===== config.mk =====
export PLATFORM = sky130hd
export DESIGN_NAME = run_length_token_encoder
export DESIGN_NICKNAME = d
export VERILOG_FILES = /design/src/design/rlte_pkg.sv /design/src/design/rlte_front.sv /design/src/design/rlte_queue.sv /design/src/design/rlte_back.sv /design/src/design/run_length_token_encoder.sv
export SDC_FILE = /design/constraint.sdc
export NUM_CORES = 1
export LEC_CHECK = 0
export BUFFER_PORTS_ARGS = -buffer_cell sky130_fd_sc_hd__buf_2
export CAP_MARGIN = 20
export CELL_PAD_IN_SITES_DETAIL_PLACEMENT = 1
export CELL_PAD_IN_SITES_GLOBAL_PLACEMENT = 2
export CORE_MARGIN = 1.5
export CORE_UTILIZATION = 43
export DETAILED_ROUTE_END_ITERATION = 10
export PLACE_DENSITY_LB_ADDON = 0.1
export SLEW_MARGIN = 30
export SYNTH_ARGS = -nofsm -noshare
export SYNTH_HDL_FRONTEND = slang
export SYNTH_SLANG_ARGS = --single-unit

===== constraint.sdc =====
create_clock -name clock -period 5.56 [get_ports clock]
set_input_delay 0.556 -clock clock [delete_from_list [all_inputs] [get_ports clock]]
set_output_delay 0.556 -clock clock [all_outputs]
set_load 0.01 [all_outputs]

===== src/design/rlte_pkg.sv =====
// rlte_pkg: shared types, constants and token helpers for the run-length token encoder
// no dependencies; imported by the front, queue, back and top level and the testbench

package rlte_pkg;

   localparam int MAX_RUN_DEFAULT     = 8;
   localparam int QUEUE_DEPTH_DEFAULT = 2;
   localparam int MAX_TOKENS          = 5;
   localparam int TOKEN_COUNT_W       = 3;
   localparam int RUN_W               = 4;

   typedef struct packed {
      logic       is_count;
      logic [7:0] value;
   } token_type;

   // all tokens caused by one input word, in order
   typedef struct packed {
      token_type [MAX_TOKENS-1:0] tokens;
      logic [TOKEN_COUNT_W-1:0]   count;
      logic                       last;
   } cmd_type;

   function automatic token_type count_token(input logic [RUN_W-1:0] run_len);
      token_type t;
      t.is_count = 1'b1;
      t.value    = 8'(run_len - RUN_W'(1));
      return t;
   endfunction

   function automatic token_type byte_token(input logic [7:0] b);
      token_type t;
      t.is_count = 1'b0;
      t.value    = b;
      return t;
   endfunction

endpackage


===== src/design/rlte_front.sv =====
// rlte_front: takes input words, tracks the held run and literal state, builds token lists
// depends on rlte_pkg

module rlte_front
   import rlte_pkg::*;
#(
   parameter int MAX_RUN = MAX_RUN_DEFAULT
) (
   input  logic       clock,
   input  logic       reset,
   input  logic       accept,
   input  logic [7:0] in_byte,
   input  logic       end_of_text,
   output logic       cmd_push,
   output cmd_type    cmd
);

   localparam logic [RUN_W-1:0] RUN_LIMIT = RUN_W'(MAX_RUN);

   logic [7:0]       held_ff, held_in;
   logic [RUN_W-1:0] run_ff, run_in;
   logic             lit_ff, lit_in;

   always_comb begin
      logic [TOKEN_COUNT_W-1:0] n;
      cmd     = '0;
      n       = '0;
      held_in = held_ff;
      run_in  = run_ff;
      lit_in  = lit_ff;

      if (run_ff == '0) begin
         held_in = in_byte;
         run_in  = RUN_W'(1);
      end else if (in_byte == held_ff && run_ff < RUN_LIMIT) begin
         if (run_ff == RUN_W'(1) && lit_ff) begin
            cmd.tokens[n] = count_token(RUN_W'(1));
            n             = n + TOKEN_COUNT_W'(1);
            lit_in        = 1'b0;
         end
         run_in = run_ff + RUN_W'(1);
      end else begin
         if (run_ff >= RUN_W'(2)) begin
            cmd.tokens[n] = count_token(run_ff);
            n             = n + TOKEN_COUNT_W'(1);
         end else if (!lit_ff) begin
            cmd.tokens[n] = count_token(RUN_W'(1));
            n             = n + TOKEN_COUNT_W'(1);
            lit_in        = 1'b1;
         end
         cmd.tokens[n] = byte_token(held_ff);
         n             = n + TOKEN_COUNT_W'(1);
         held_in       = in_byte;
         run_in        = RUN_W'(1);
      end

      // flush on end of text
      if (end_of_text) begin
         if (run_in >= RUN_W'(2)) begin
            cmd.tokens[n] = count_token(run_in);
            n             = n + TOKEN_COUNT_W'(1);
         end else if (!lit_in) begin
            cmd.tokens[n] = count_token(RUN_W'(1));
            n             = n + TOKEN_COUNT_W'(1);
            lit_in        = 1'b1;
         end
         cmd.tokens[n] = byte_token(held_in);
         n             = n + TOKEN_COUNT_W'(1);
         if (lit_in) begin
            cmd.tokens[n] = count_token(RUN_W'(1));
            n             = n + TOKEN_COUNT_W'(1);
         end
         held_in = '0;
         run_in  = '0;
         lit_in  = 1'b0;
      end

      cmd.count = n;
      cmd.last  = end_of_text;
   end

   assign cmd_push = accept && (cmd.count != '0);

   always_ff @(posedge clock) begin
      if (reset) begin
         held_ff <= '0;
         run_ff  <= '0;
         lit_ff  <= 1'b0;
      end else if (accept) begin
         held_ff <= held_in;
         run_ff  <= run_in;
         lit_ff  <= lit_in;
      end
   end

endmodule


===== src/design/rlte_queue.sv =====
// rlte_queue: short register queue of token lists between front and back
// depends on rlte_pkg

module rlte_queue
   import rlte_pkg::*;
#(
   parameter int DEPTH = QUEUE_DEPTH_DEFAULT
) (
   input  logic    clock,
   input  logic    reset,
   input  logic    push,
   input  cmd_type push_cmd,
   output logic    full,
   input  logic    pop,
   output cmd_type head_cmd,
   output logic    empty
);

   localparam int PTR_W = (DEPTH > 1) ? $clog2(DEPTH) : 1;
   localparam int CNT_W = $clog2(DEPTH + 1);
   localparam logic [PTR_W-1:0] LAST_PTR = PTR_W'(DEPTH - 1);

   cmd_type          entry_ff [DEPTH];
   logic [PTR_W-1:0] wr_ff, wr_in;
   logic [PTR_W-1:0] rd_ff, rd_in;
   logic [CNT_W-1:0] cnt_ff, cnt_in;
   logic             do_push, do_pop;

   assign full     = (cnt_ff == CNT_W'(DEPTH));
   assign empty    = (cnt_ff == '0);
   assign do_push  = push && !full;
   assign do_pop   = pop && !empty;
   assign head_cmd = entry_ff[rd_ff];

   always_comb begin
      wr_in  = wr_ff;
      rd_in  = rd_ff;
      cnt_in = cnt_ff;
      if (do_push) begin
         wr_in = (wr_ff == LAST_PTR) ? '0 : wr_ff + PTR_W'(1);
      end
      if (do_pop) begin
         rd_in = (rd_ff == LAST_PTR) ? '0 : rd_ff + PTR_W'(1);
      end
      if (do_push && !do_pop) begin
         cnt_in = cnt_ff + CNT_W'(1);
      end else if (do_pop && !do_push) begin
         cnt_in = cnt_ff - CNT_W'(1);
      end
   end

   always_ff @(posedge clock) begin
      if (reset) begin
         wr_ff  <= '0;
         rd_ff  <= '0;
         cnt_ff <= '0;
      end else begin
         wr_ff  <= wr_in;
         rd_ff  <= rd_in;
         cnt_ff <= cnt_in;
      end
   end

   always_ff @(posedge clock) begin
      if (do_push) begin
         entry_ff[wr_ff] <= push_cmd;
      end
   end

endmodule


===== src/design/rlte_back.sv =====
// rlte_back: walks the queue head's token list, one token a cycle into a free result register
// depends on rlte_pkg

module rlte_back
   import rlte_pkg::*;
(
   input  logic       clock,
   input  logic       reset,
   input  cmd_type    head_cmd,
   input  logic       head_empty,
   output logic       head_pop,
   output logic       out_empty,
   input  logic       out_pop,
   output logic       out_is_count,
   output logic [7:0] out_token_value,
   output logic       out_final_token
);

   logic [TOKEN_COUNT_W-1:0] idx_ff, idx_in;
   logic                     valid_ff, valid_in;
   logic                     send;
   logic                     at_end;
   token_type                tok;

   assign send     = !head_empty && (!valid_ff || out_pop);
   assign at_end   = (idx_ff == head_cmd.count - TOKEN_COUNT_W'(1));
   assign tok      = head_cmd.tokens[idx_ff];
   assign head_pop = send && at_end;
   assign valid_in = send || (valid_ff && !out_pop);
   assign idx_in   = !send ? idx_ff : (at_end ? '0 : idx_ff + TOKEN_COUNT_W'(1));
   assign out_empty = !valid_ff;

   always_ff @(posedge clock) begin
      if (reset) begin
         idx_ff   <= '0;
         valid_ff <= 1'b0;
      end else begin
         idx_ff   <= idx_in;
         valid_ff <= valid_in;
      end
   end

   always_ff @(posedge clock) begin
      if (send) begin
         out_is_count    <= tok.is_count;
         out_token_value <= tok.value;
         out_final_token <= head_cmd.last && at_end;
      end
   end

endmodule


===== src/design/run_length_token_encoder.sv =====
// run_length_token_encoder: top level, front classifier, token queue and back emitter
// each accepted word's token list is queued, then sent token by token to the result
// throughput: one input word a cycle while the queue has room; one token a cycle out,
//   while the receiver pops, set by the back end
// reset: synchronous, clears run state, queue and result register; no clearing pass
// depends on rlte_pkg, rlte_front, rlte_queue, rlte_back

module run_length_token_encoder
   import rlte_pkg::*;
#(
   parameter int MAX_RUN     = MAX_RUN_DEFAULT,
   parameter int QUEUE_DEPTH = QUEUE_DEPTH_DEFAULT
) (
   input  logic       clock,
   input  logic       reset,
   input  logic       req_push,
   output logic       req_full,
   input  logic [7:0] req_in_byte,
   input  logic       req_end_of_text,
   output logic       rsp_empty,
   input  logic       rsp_pop,
   output logic       rsp_is_count,
   output logic [7:0] rsp_token_value,
   output logic       rsp_final_token
);

   logic    accept;
   logic    q_push, q_full, q_pop, q_empty;
   cmd_type front_cmd, head_cmd;

   assign accept   = req_push && !q_full;
   assign req_full = q_full;

   rlte_front #(
      .MAX_RUN (MAX_RUN)
   ) u_front (
      .clock       (clock),
      .reset       (reset),
      .accept      (accept),
      .in_byte     (req_in_byte),
      .end_of_text (req_end_of_text),
      .cmd_push    (q_push),
      .cmd         (front_cmd)
   );

   rlte_queue #(
      .DEPTH (QUEUE_DEPTH)
   ) u_queue (
      .clock    (clock),
      .reset    (reset),
      .push     (q_push),
      .push_cmd (front_cmd),
      .full     (q_full),
      .pop      (q_pop),
      .head_cmd (head_cmd),
      .empty    (q_empty)
   );

   rlte_back u_back (
      .clock           (clock),
      .reset           (reset),
      .head_cmd        (head_cmd),
      .head_empty      (q_empty),
      .head_pop        (q_pop),
      .out_empty       (rsp_empty),
      .out_pop         (rsp_pop),
      .out_is_count    (rsp_is_count),
      .out_token_value (rsp_token_value),
      .out_final_token (rsp_final_token)
   );

endmodule


Word level (Yosys, flattened, before mapping)
Memory sizes are Yosys's and may differ from the RTL's. A register that Yosys moved wholly into a read port is not among the register bits.
Cells that the tools add are included.
{"block": "word_totals", "register_bits": 31, "ramBits": 98, "mem_count": 1}
{"name": "u_queue.entry_ff", "depth": 2, "width": 49, "read_ports": 1, "rd_ports_with_merged_regs": 1, "write_ports": 1, "line_no": "rlte_queue.sv:23", "text": "cmd_type entry_ff [DEPTH];"}
{"block": "classes", "n_addsub": 13, "n_lt_le_gt_ge": 12, "n_eq_ne": 4, "mux": 60, "bitwise_logic": 6, "n_reduce_logical": 28}
{"operator": "$mux W45", "n": 6}
{"operator": "$bwmux W45", "n": 3}
{"operator": "$demux W9 S3", "n": 4}
{"operator": "$mux W9", "n": 11}
{"operator": "$and A40 B40 Y40", "n": 2}
{"operator": "$not A40 Y40", "n": 2}
{"operator": "$mux W36", "n": 1}
{"operator": "$mux W3", "n": 10}
{"operator": "$bmux W9 S3", "n": 1}
{"operator": "$mux W8", "n": 3}
{"operator": "$lt A3 B4 Y1 const B", "n": 5}
{"operator": "$logic_and A1 B1 Y1", "n": 16}
{"operator": "$mux W1", "n": 16}
{"operator": "$add A3 B1 Y3 const B", "n": 5}
{"operator": "$ge A3 B1 Y1 const B", "n": 4}
{"operator": "$mux W4", "n": 3}
{"operator": "$or A5 B5 Y5", "n": 2}
{"operator": "$sub A4 B1 Y5 const B", "n": 2}
{"operator": "$eq A8 B8 Y1", "n": 1}
{"operator": "$ge A4 B2 Y1 const B", "n": 2}
{"operator": "$logic_not A1 Y1", "n": 6}
{"operator": "$add A4 B1 Y4 const B", "n": 1}
{"operator": "$eq A4 B1 Y1 const B", "n": 1}
{"operator": "$logic_not A4 Y1", "n": 1}
{"operator": "12 further kinds", "n": 15}

Longest topological paths before layout
{"block": "logic_depth", "ltp_word": 22, "depth_mapped": 22, "ltp_nobuf": 19}

By module
A second synthesis with hierarchy kept.
{"block": "hier_totals", "cells_unflattened": 617, "hier_area_um2": 7225.7}
{"module": "rlte_queue", "instances": 1, "cells_each": 177, "area_per_inst_um2": 3746.1, "seq_area_each_um2": 3042.9}
{"module": "rlte_front", "instances": 1, "cells_each": 373, "area_per_inst_um2": 2561.2, "seq_area_each_um2": 260.2}
{"module": "rlte_back", "instances": 1, "cells_each": 66, "area_per_inst_um2": 904.6, "seq_area_each_um2": 380.4}
{"module": "run_length_token_encoder", "instances": 1, "cells_each": 1, "area_per_inst_um2": 13.8, "seq_area_each_um2": 0.0}

Least setup slack after synthesis
No wires, ideal clock.
{"block": "synth_timing", "kind": "input port to flip-flop", "start": "in req_in_byte[0]", "end": "mem u_queue.entry_ff[1][0] (netlist bit), enable pin", "arrival_ns": 4.674, "required_ns": 5.149, "path_slack_ns": 0.474, "stages": 18, "path_buffers": 3, "cell_sequence": "buf_2 > xnor2_1 > nand2b_1 > nor3_2 > nand3_1 > inv_1 > ha_1 > or3_1 > buf_4 > nand2_1 > o21ai_0 > ha_1 > clkbuf_1 > inv_1 > mux2i_1 > a31oi_1 > o31a_1 > o21a_1"}
{"block": "synth_via", "elab_chain_len": 17}
{"element": "start, declared", "line_no": "run_length_token_encoder.sv:18", "text": "input logic [7:0] req_in_byte,"}
{"element": "$eq A8 B8 Y1 (*)", "line_no": "rlte_front.sv:35", "text": "end else if (in_byte == held_ff && run_ff < RUN_LIMIT) begin"}
{"element": "$logic_and A1 B1 Y1 (*)", "line_no": "rlte_front.sv:35"}
{"element": "$mux W3", "line_no": "rlte_front.sv:35"}
{"element": "$mux W3", "line_no": "rlte_front.sv:32", "text": "if (run_ff == '0) begin"}
{"element": "$add A3 B1 Y3", "line_no": "rlte_front.sv:61, rlte_front.sv:64"}
{"element": "$mux W3", "line_no": "rlte_front.sv:62", "text": "end else if (!lit_in) begin"}
{"element": "$mux W3", "line_no": "rlte_front.sv:59", "text": "if (run_in >= RUN_W'(2)) begin"}
{"element": "$mux W3", "line_no": "rlte_front.sv:58", "text": "if (end_of_text) begin"}
{"element": "$add A3 B1 Y3", "line_no": "rlte_front.sv:68", "text": "n = n + TOKEN_COUNT_W'(1);"}
{"element": "$add A3 B1 Y3", "line_no": "rlte_front.sv:71", "text": "n = n + TOKEN_COUNT_W'(1);"}
{"element": "$mux W3", "line_no": "rlte_front.sv:69", "text": "if (lit_in) begin"}
{"element": "$mux W3 (*)", "line_no": "rlte_front.sv:58"}
{"element": "$reduce_bool A3 Y1 (*)", "line_no": "rlte_front.sv:82", "text": "assign cmd_push = accept && (cmd.count != '0);"}
{"element": "$logic_and A1 B1 Y1 (*)", "line_no": "rlte_front.sv:82"}
{"element": "$logic_and A1 B1 Y1 (*)", "line_no": "rlte_queue.sv:31", "text": "assign do_push = push && !full;"}
{"element": "$mux W1 (*)", "line_no": "rlte_queue.sv:65", "text": "if (do_push) begin"}
{"element": "$mux W1 (not written as such) (*)", "line_no": "rlte_queue.sv:66", "text": "entry_ff[wr_ff] <= push_cmd;"}
{"element": "end, declared", "line_no": "rlte_queue.sv:23"}
Mark *: on every way between the ends. The rest lies on a longest branch, timed or not. The select of a mux whose other input is x is not followed.

Final worst setup path
{"block": "layout_timing", "start": "reg u_front.run_ff[1]", "end": "reg u_queue.cnt_ff[1]"}
{"block": "layout_via", "elab_chain_len": 21}
{"element": "start, declared", "line_no": "rlte_front.sv:21", "text": "logic [RUN_W-1:0] run_ff, run_in;"}
{"element": "start signal, assigned", "line_no": "rlte_front.sv:91", "text": "run_ff <= run_in;"}
{"element": "$ge A4 B2 Y1", "line_no": "rlte_front.sv:43", "text": "if (run_ff >= RUN_W'(2)) begin"}
{"element": "$mux W1", "line_no": "rlte_front.sv:43"}
{"element": "$mux W3", "line_no": "rlte_front.sv:35"}
{"element": "$mux W3", "line_no": "rlte_front.sv:32"}
{"element": "$add A3 B1 Y3", "line_no": "rlte_front.sv:52", "text": "n = n + TOKEN_COUNT_W'(1);"}
{"element": "$mux W3", "line_no": "rlte_front.sv:35"}
{"element": "$mux W3", "line_no": "rlte_front.sv:32"}
{"element": "$add A3 B1 Y3", "line_no": "rlte_front.sv:61, rlte_front.sv:64"}
{"element": "[6 not listed]"}
{"element": "$mux W3 (*)", "line_no": "rlte_front.sv:58"}
{"element": "$reduce_bool A3 Y1 (*)", "line_no": "rlte_front.sv:82"}
{"element": "$logic_and A1 B1 Y1 (*)", "line_no": "rlte_front.sv:82"}
{"element": "$logic_and A1 B1 Y1 (*)", "line_no": "rlte_queue.sv:31"}
{"element": "net u_queue.do_push", "line_no": "rlte_queue.sv:27", "text": "logic do_push, do_pop;"}
{"element": "$logic_not A1 Y1", "line_no": "rlte_queue.sv:47", "text": "end else if (do_pop && !do_push) begin"}
{"element": "$logic_and A1 B1 Y1", "line_no": "rlte_queue.sv:47"}
{"element": "$reduce_bool A2 Y1 (no source line)"}
{"element": "end signal, assigned", "line_no": "rlte_queue.sv:60", "text": "cnt_ff <= cnt_in;"}
{"element": "end, declared", "line_no": "rlte_queue.sv:26", "text": "logic [CNT_W-1:0] cnt_ff, cnt_in;"}
Mark *: on every way through the listed nets, which the timed path passes. The rest lies on a longest branch. The select of a mux whose other input is x is not followed.
A chain may end at the register's enable or synchronous reset.

==> impl_results.md <==
* Cell variety after synth at 60
* Post-synthesis simple-gate area fraction at 12.7%
* Setup repair bufs after CTS at 0
* Status: finished clean
* Number of buffers added on ports at 24
* CP arrival at 5270 ps
* Initial antenna violation count at 0
* EDFF count, synth at 108
* Lkg Pwr at 2.57 nW
* Die X at 129 um
* Diode count at 0
* Flop pwr share at 41.8%
* Post-DR vias/cell at 5.73
* Fmax at 203 MHz
* Hold Path Class: in -> reg
* Crit-path max FO at 13
* Layout Skew at 13.1 ps
* Area Overhead vs Synth at 13.5%
* Total clock sinks at 130
* CTS tree: yes
* # DRC at 0
* Routed wl met2 at 8460 um
* WL met1 at 8020 um
* Yosys top cell by area: edfxtp_1
* Maximum vdd drop at 0.000217 V
* Mapped Cells at 568
* Row Count at 45
* CP Class: reg -> reg
* Mapped Area at 0.00677 mm2
* Gpl congestion at 0.827
* I/O pins at 25
* Pwr dens at 419 mW/mm2
* Mean Syn Cell Area at 11.9 um2
* Die Ht at 129 um
* Syn Nets at 596
* Synthesized-area fraction occupied by adder cells at 2.77%
* H-tree levels at 4
* Nets at 615
* Period minus WS final at 4930 ps
* Slew @ Worst Pin at 847 ps
* Period utilisation layout at 88.8%
* Length of the first detailed-routing pass in iterations at 5
* Vias in the first global route at 4,849
* Layout cells sized above 1 at 16.2%
* P_int at 0.00228 W
* Relative slew margins at 43.5%
* Clock Pin Slew Worst Setup and Hold Paths at 60 ps
* Commonest cells after routing, fill and taps aside: edfxtp_1 (108), nand2_1 (47), nor2_1 (41)
* Core footprint at 0.0153 mm2
* Total negative slack at 0 ps
* Slew Viols, Final at 0
* CP Data Required Time at 5900 ps
* Ys Warns at 0
* Synth Register Bits at 130
* Wire per inst at 21.3 um
* Post-route ant nets at 0
* Initial drt markers at 278
* Fin. Hold Viols at 0
* DR vias at 4,639
* First-pass GRT wire length at 27,300 um
* Comb power frac at 24.2%
* CTS resizes at 0
* Synth top area cells: edfxtp_1 (48%), dfxtp_1 (6.5%), mux4_2 (6.0%), mux2i_1 (4.6%), ha_1 (2.8%)
* CTS Buf Count at 17
* Drt total wl at 17,200 um
* Fillers at 1,610
* Starting Density at 44.2%
* Most common cell after layout, fill and taps aside: edfxtp_1
* DP Area at 0.00711 mm2
* Die Area at 0.0165 mm2
* RSZ-0062 raised after global routing: no
* Asr flop ratio synth at 0%
* Setup crit end kind: flop
* XOR/XNOR share of the synthesized area at 3.77%
* Largest family of logic cells by synthesized area: compound AO/OA/AOI/OAI gates
* Switch Pwr at 0.000936 W
* Max-cap viol count at 0
* Detail Route met3 WL at 568 um
* Setup violators final at 0
* Total gr overflow at 0
* CTS root buffer: clkbuf_16
* Final Instance Area at 0.00769 mm2
* Mux contribution to synthesized area at 10.6%
* Synth Flop Type: edfxtp_1
* Startpoint types: flop
* Sw Ratio at 29.1%
* Dpl hpwl at 12,200 um
* Total GRT Usage at 22.2%
* Yosys top cell area share at 47.9%
* Compound-Gate Fraction of Synth Area at 12.8%
* Hold_buf cts at 0
* Sequential element share of the synthesized area at 54.4%
* Largest net degree at the start of global routing at 50
* Worst-skew pair later-pin latency at 420 ps
* Max Root-Sink Buffers at 2
* Clock network fraction of total power at 34.0%
* Top layer in use: met4
## flip-flops by register name, summed over array words and instances, names as in the netlist, named ones only
register,cells
u_back.idx_ff,3
u_back.out_token_value,8
u_front.held_ff,8
u_front.run_ff,4
u_queue.entry_ff,98
u_back.valid_ff,1
u_queue.rd_ff,1
u_back.out_is_count,1
u_front.lit_ff,1
u_queue.wr_ff,1
u_queue.cnt_ff,2
u_back.out_final_token,1
## final timing paths
check / from / end / slack, ps / cells after the start
setup / recovery: u_front.run_ff[1] / u_queue.cnt_ff[1] / 630 / 17
hold / removal: rsp_pop / u_back.valid_ff / 440 / 3
setup reg to reg: u_front.run_ff[1] / u_queue.cnt_ff[1] / 630 / 17
hold reg to reg: u_back.valid_ff / u_back.valid_ff / 510 / 2
## critical path: stages (launching register included)
cell and delay [ps]:
dfxtp_1 390, inv_1 190, ha_1 220, or3b_1 470, nand3_1 240, inv_1 120
ha_1 220, or3_1 580, o21ai_0 300, ha_1 380, inv_1 170, mux2i_1 190
a31oi_1 110, o31a_1 180, or2_1 250, ha_1 320, or3_1 360, a21oi_1 150
## cells by family (layout without fill, tap and decap cells)
family | count (synthesis) | count (layout)
multiplexers | 49 | 49
buffers and inverters | 47 | 78
XOR/XNOR | 27 | 27
AND/OR/NAND/NOR | 172 | 172
flip-flops | 130 | 130
AO/OA/AOI/OAI | 128 | 128
adder cells (fa/ha/maj) | 15 | 15
## power by group through the flow
stage / Combinational [W] / Clock (W) / Sequential, W
2_1_floorplan: 0.000552 / 0 / 0.00135
3_3_place_gp: 0.000759 / 0 / 0.00136
3_5_place_dp: 0.000784 / 0 / 0.00137
4_1_cts: 0.000788 / 0.00112 / 0.00135
5_1_grt: 0.000850 / 0.00116 / 0.00136
6_report: 0.000777 / 0.00110 / 0.00135
## layer usage
| metal | vias to the layer above | global-route usage, % |
|---|---|---|
| met3 | 19 | 3.58 |
| met5 | - | 0 |
| li1 | 2176 | - |
| met4 | 0 | 7.14 |
| met2 | 92 | 36.7 |
| met1 | 2352 | 30.2 |
## through the flow
| step | power, W | worst slack, ps | hold slack, ps | utilization, % | std cells |
|---|---|---|---|---|---|
| 6_report | 0.00322 | 625 | 442 | 50.2 | 810 |
| 3_3_place_gp | 0.00211 | 668 | 480 | 46.4 | 779 |
| 5_1_grt | 0.00337 | 295 | 475 | 50.2 | 810 |
| 2_1_floorplan | 0.00190 | 474 | 470 | - | 568 |
| 4_1_cts | 0.00325 | 612 | 429 | 50.2 | 810 |
| 3_5_place_dp | 0.00215 | 447 | 508 | 46.4 | 779 |
## synth_stat cells (11+ instances only)
cell type and n:
o22ai_1 17, ha_1 15, o21ai_0 21, inv_1 11, mux4_2 18, nor3_1 13, nand2_1 47, mux2i_1 31
a21oi_1 34, edfxtp_1 108, dfxtp_1 22, xnor2_1 19, clkbuf_1 19, nand3_1 16, and2_1 15, nor2_1 41
## cell type report
class                   instances  area (um2)  share of cell area, %
well taps                     211         264                   3.43
multi-input cells             391        2890                   37.6
repair buffers                 34         220                   2.87
clock buffers                  21         440                   5.73
inverters                      13        48.8                  0.635
flip-flops and latches        130        3680                   47.9
clock inverters                10         136                   1.77
No activity file was read; power rests on OpenSTA's default activity.
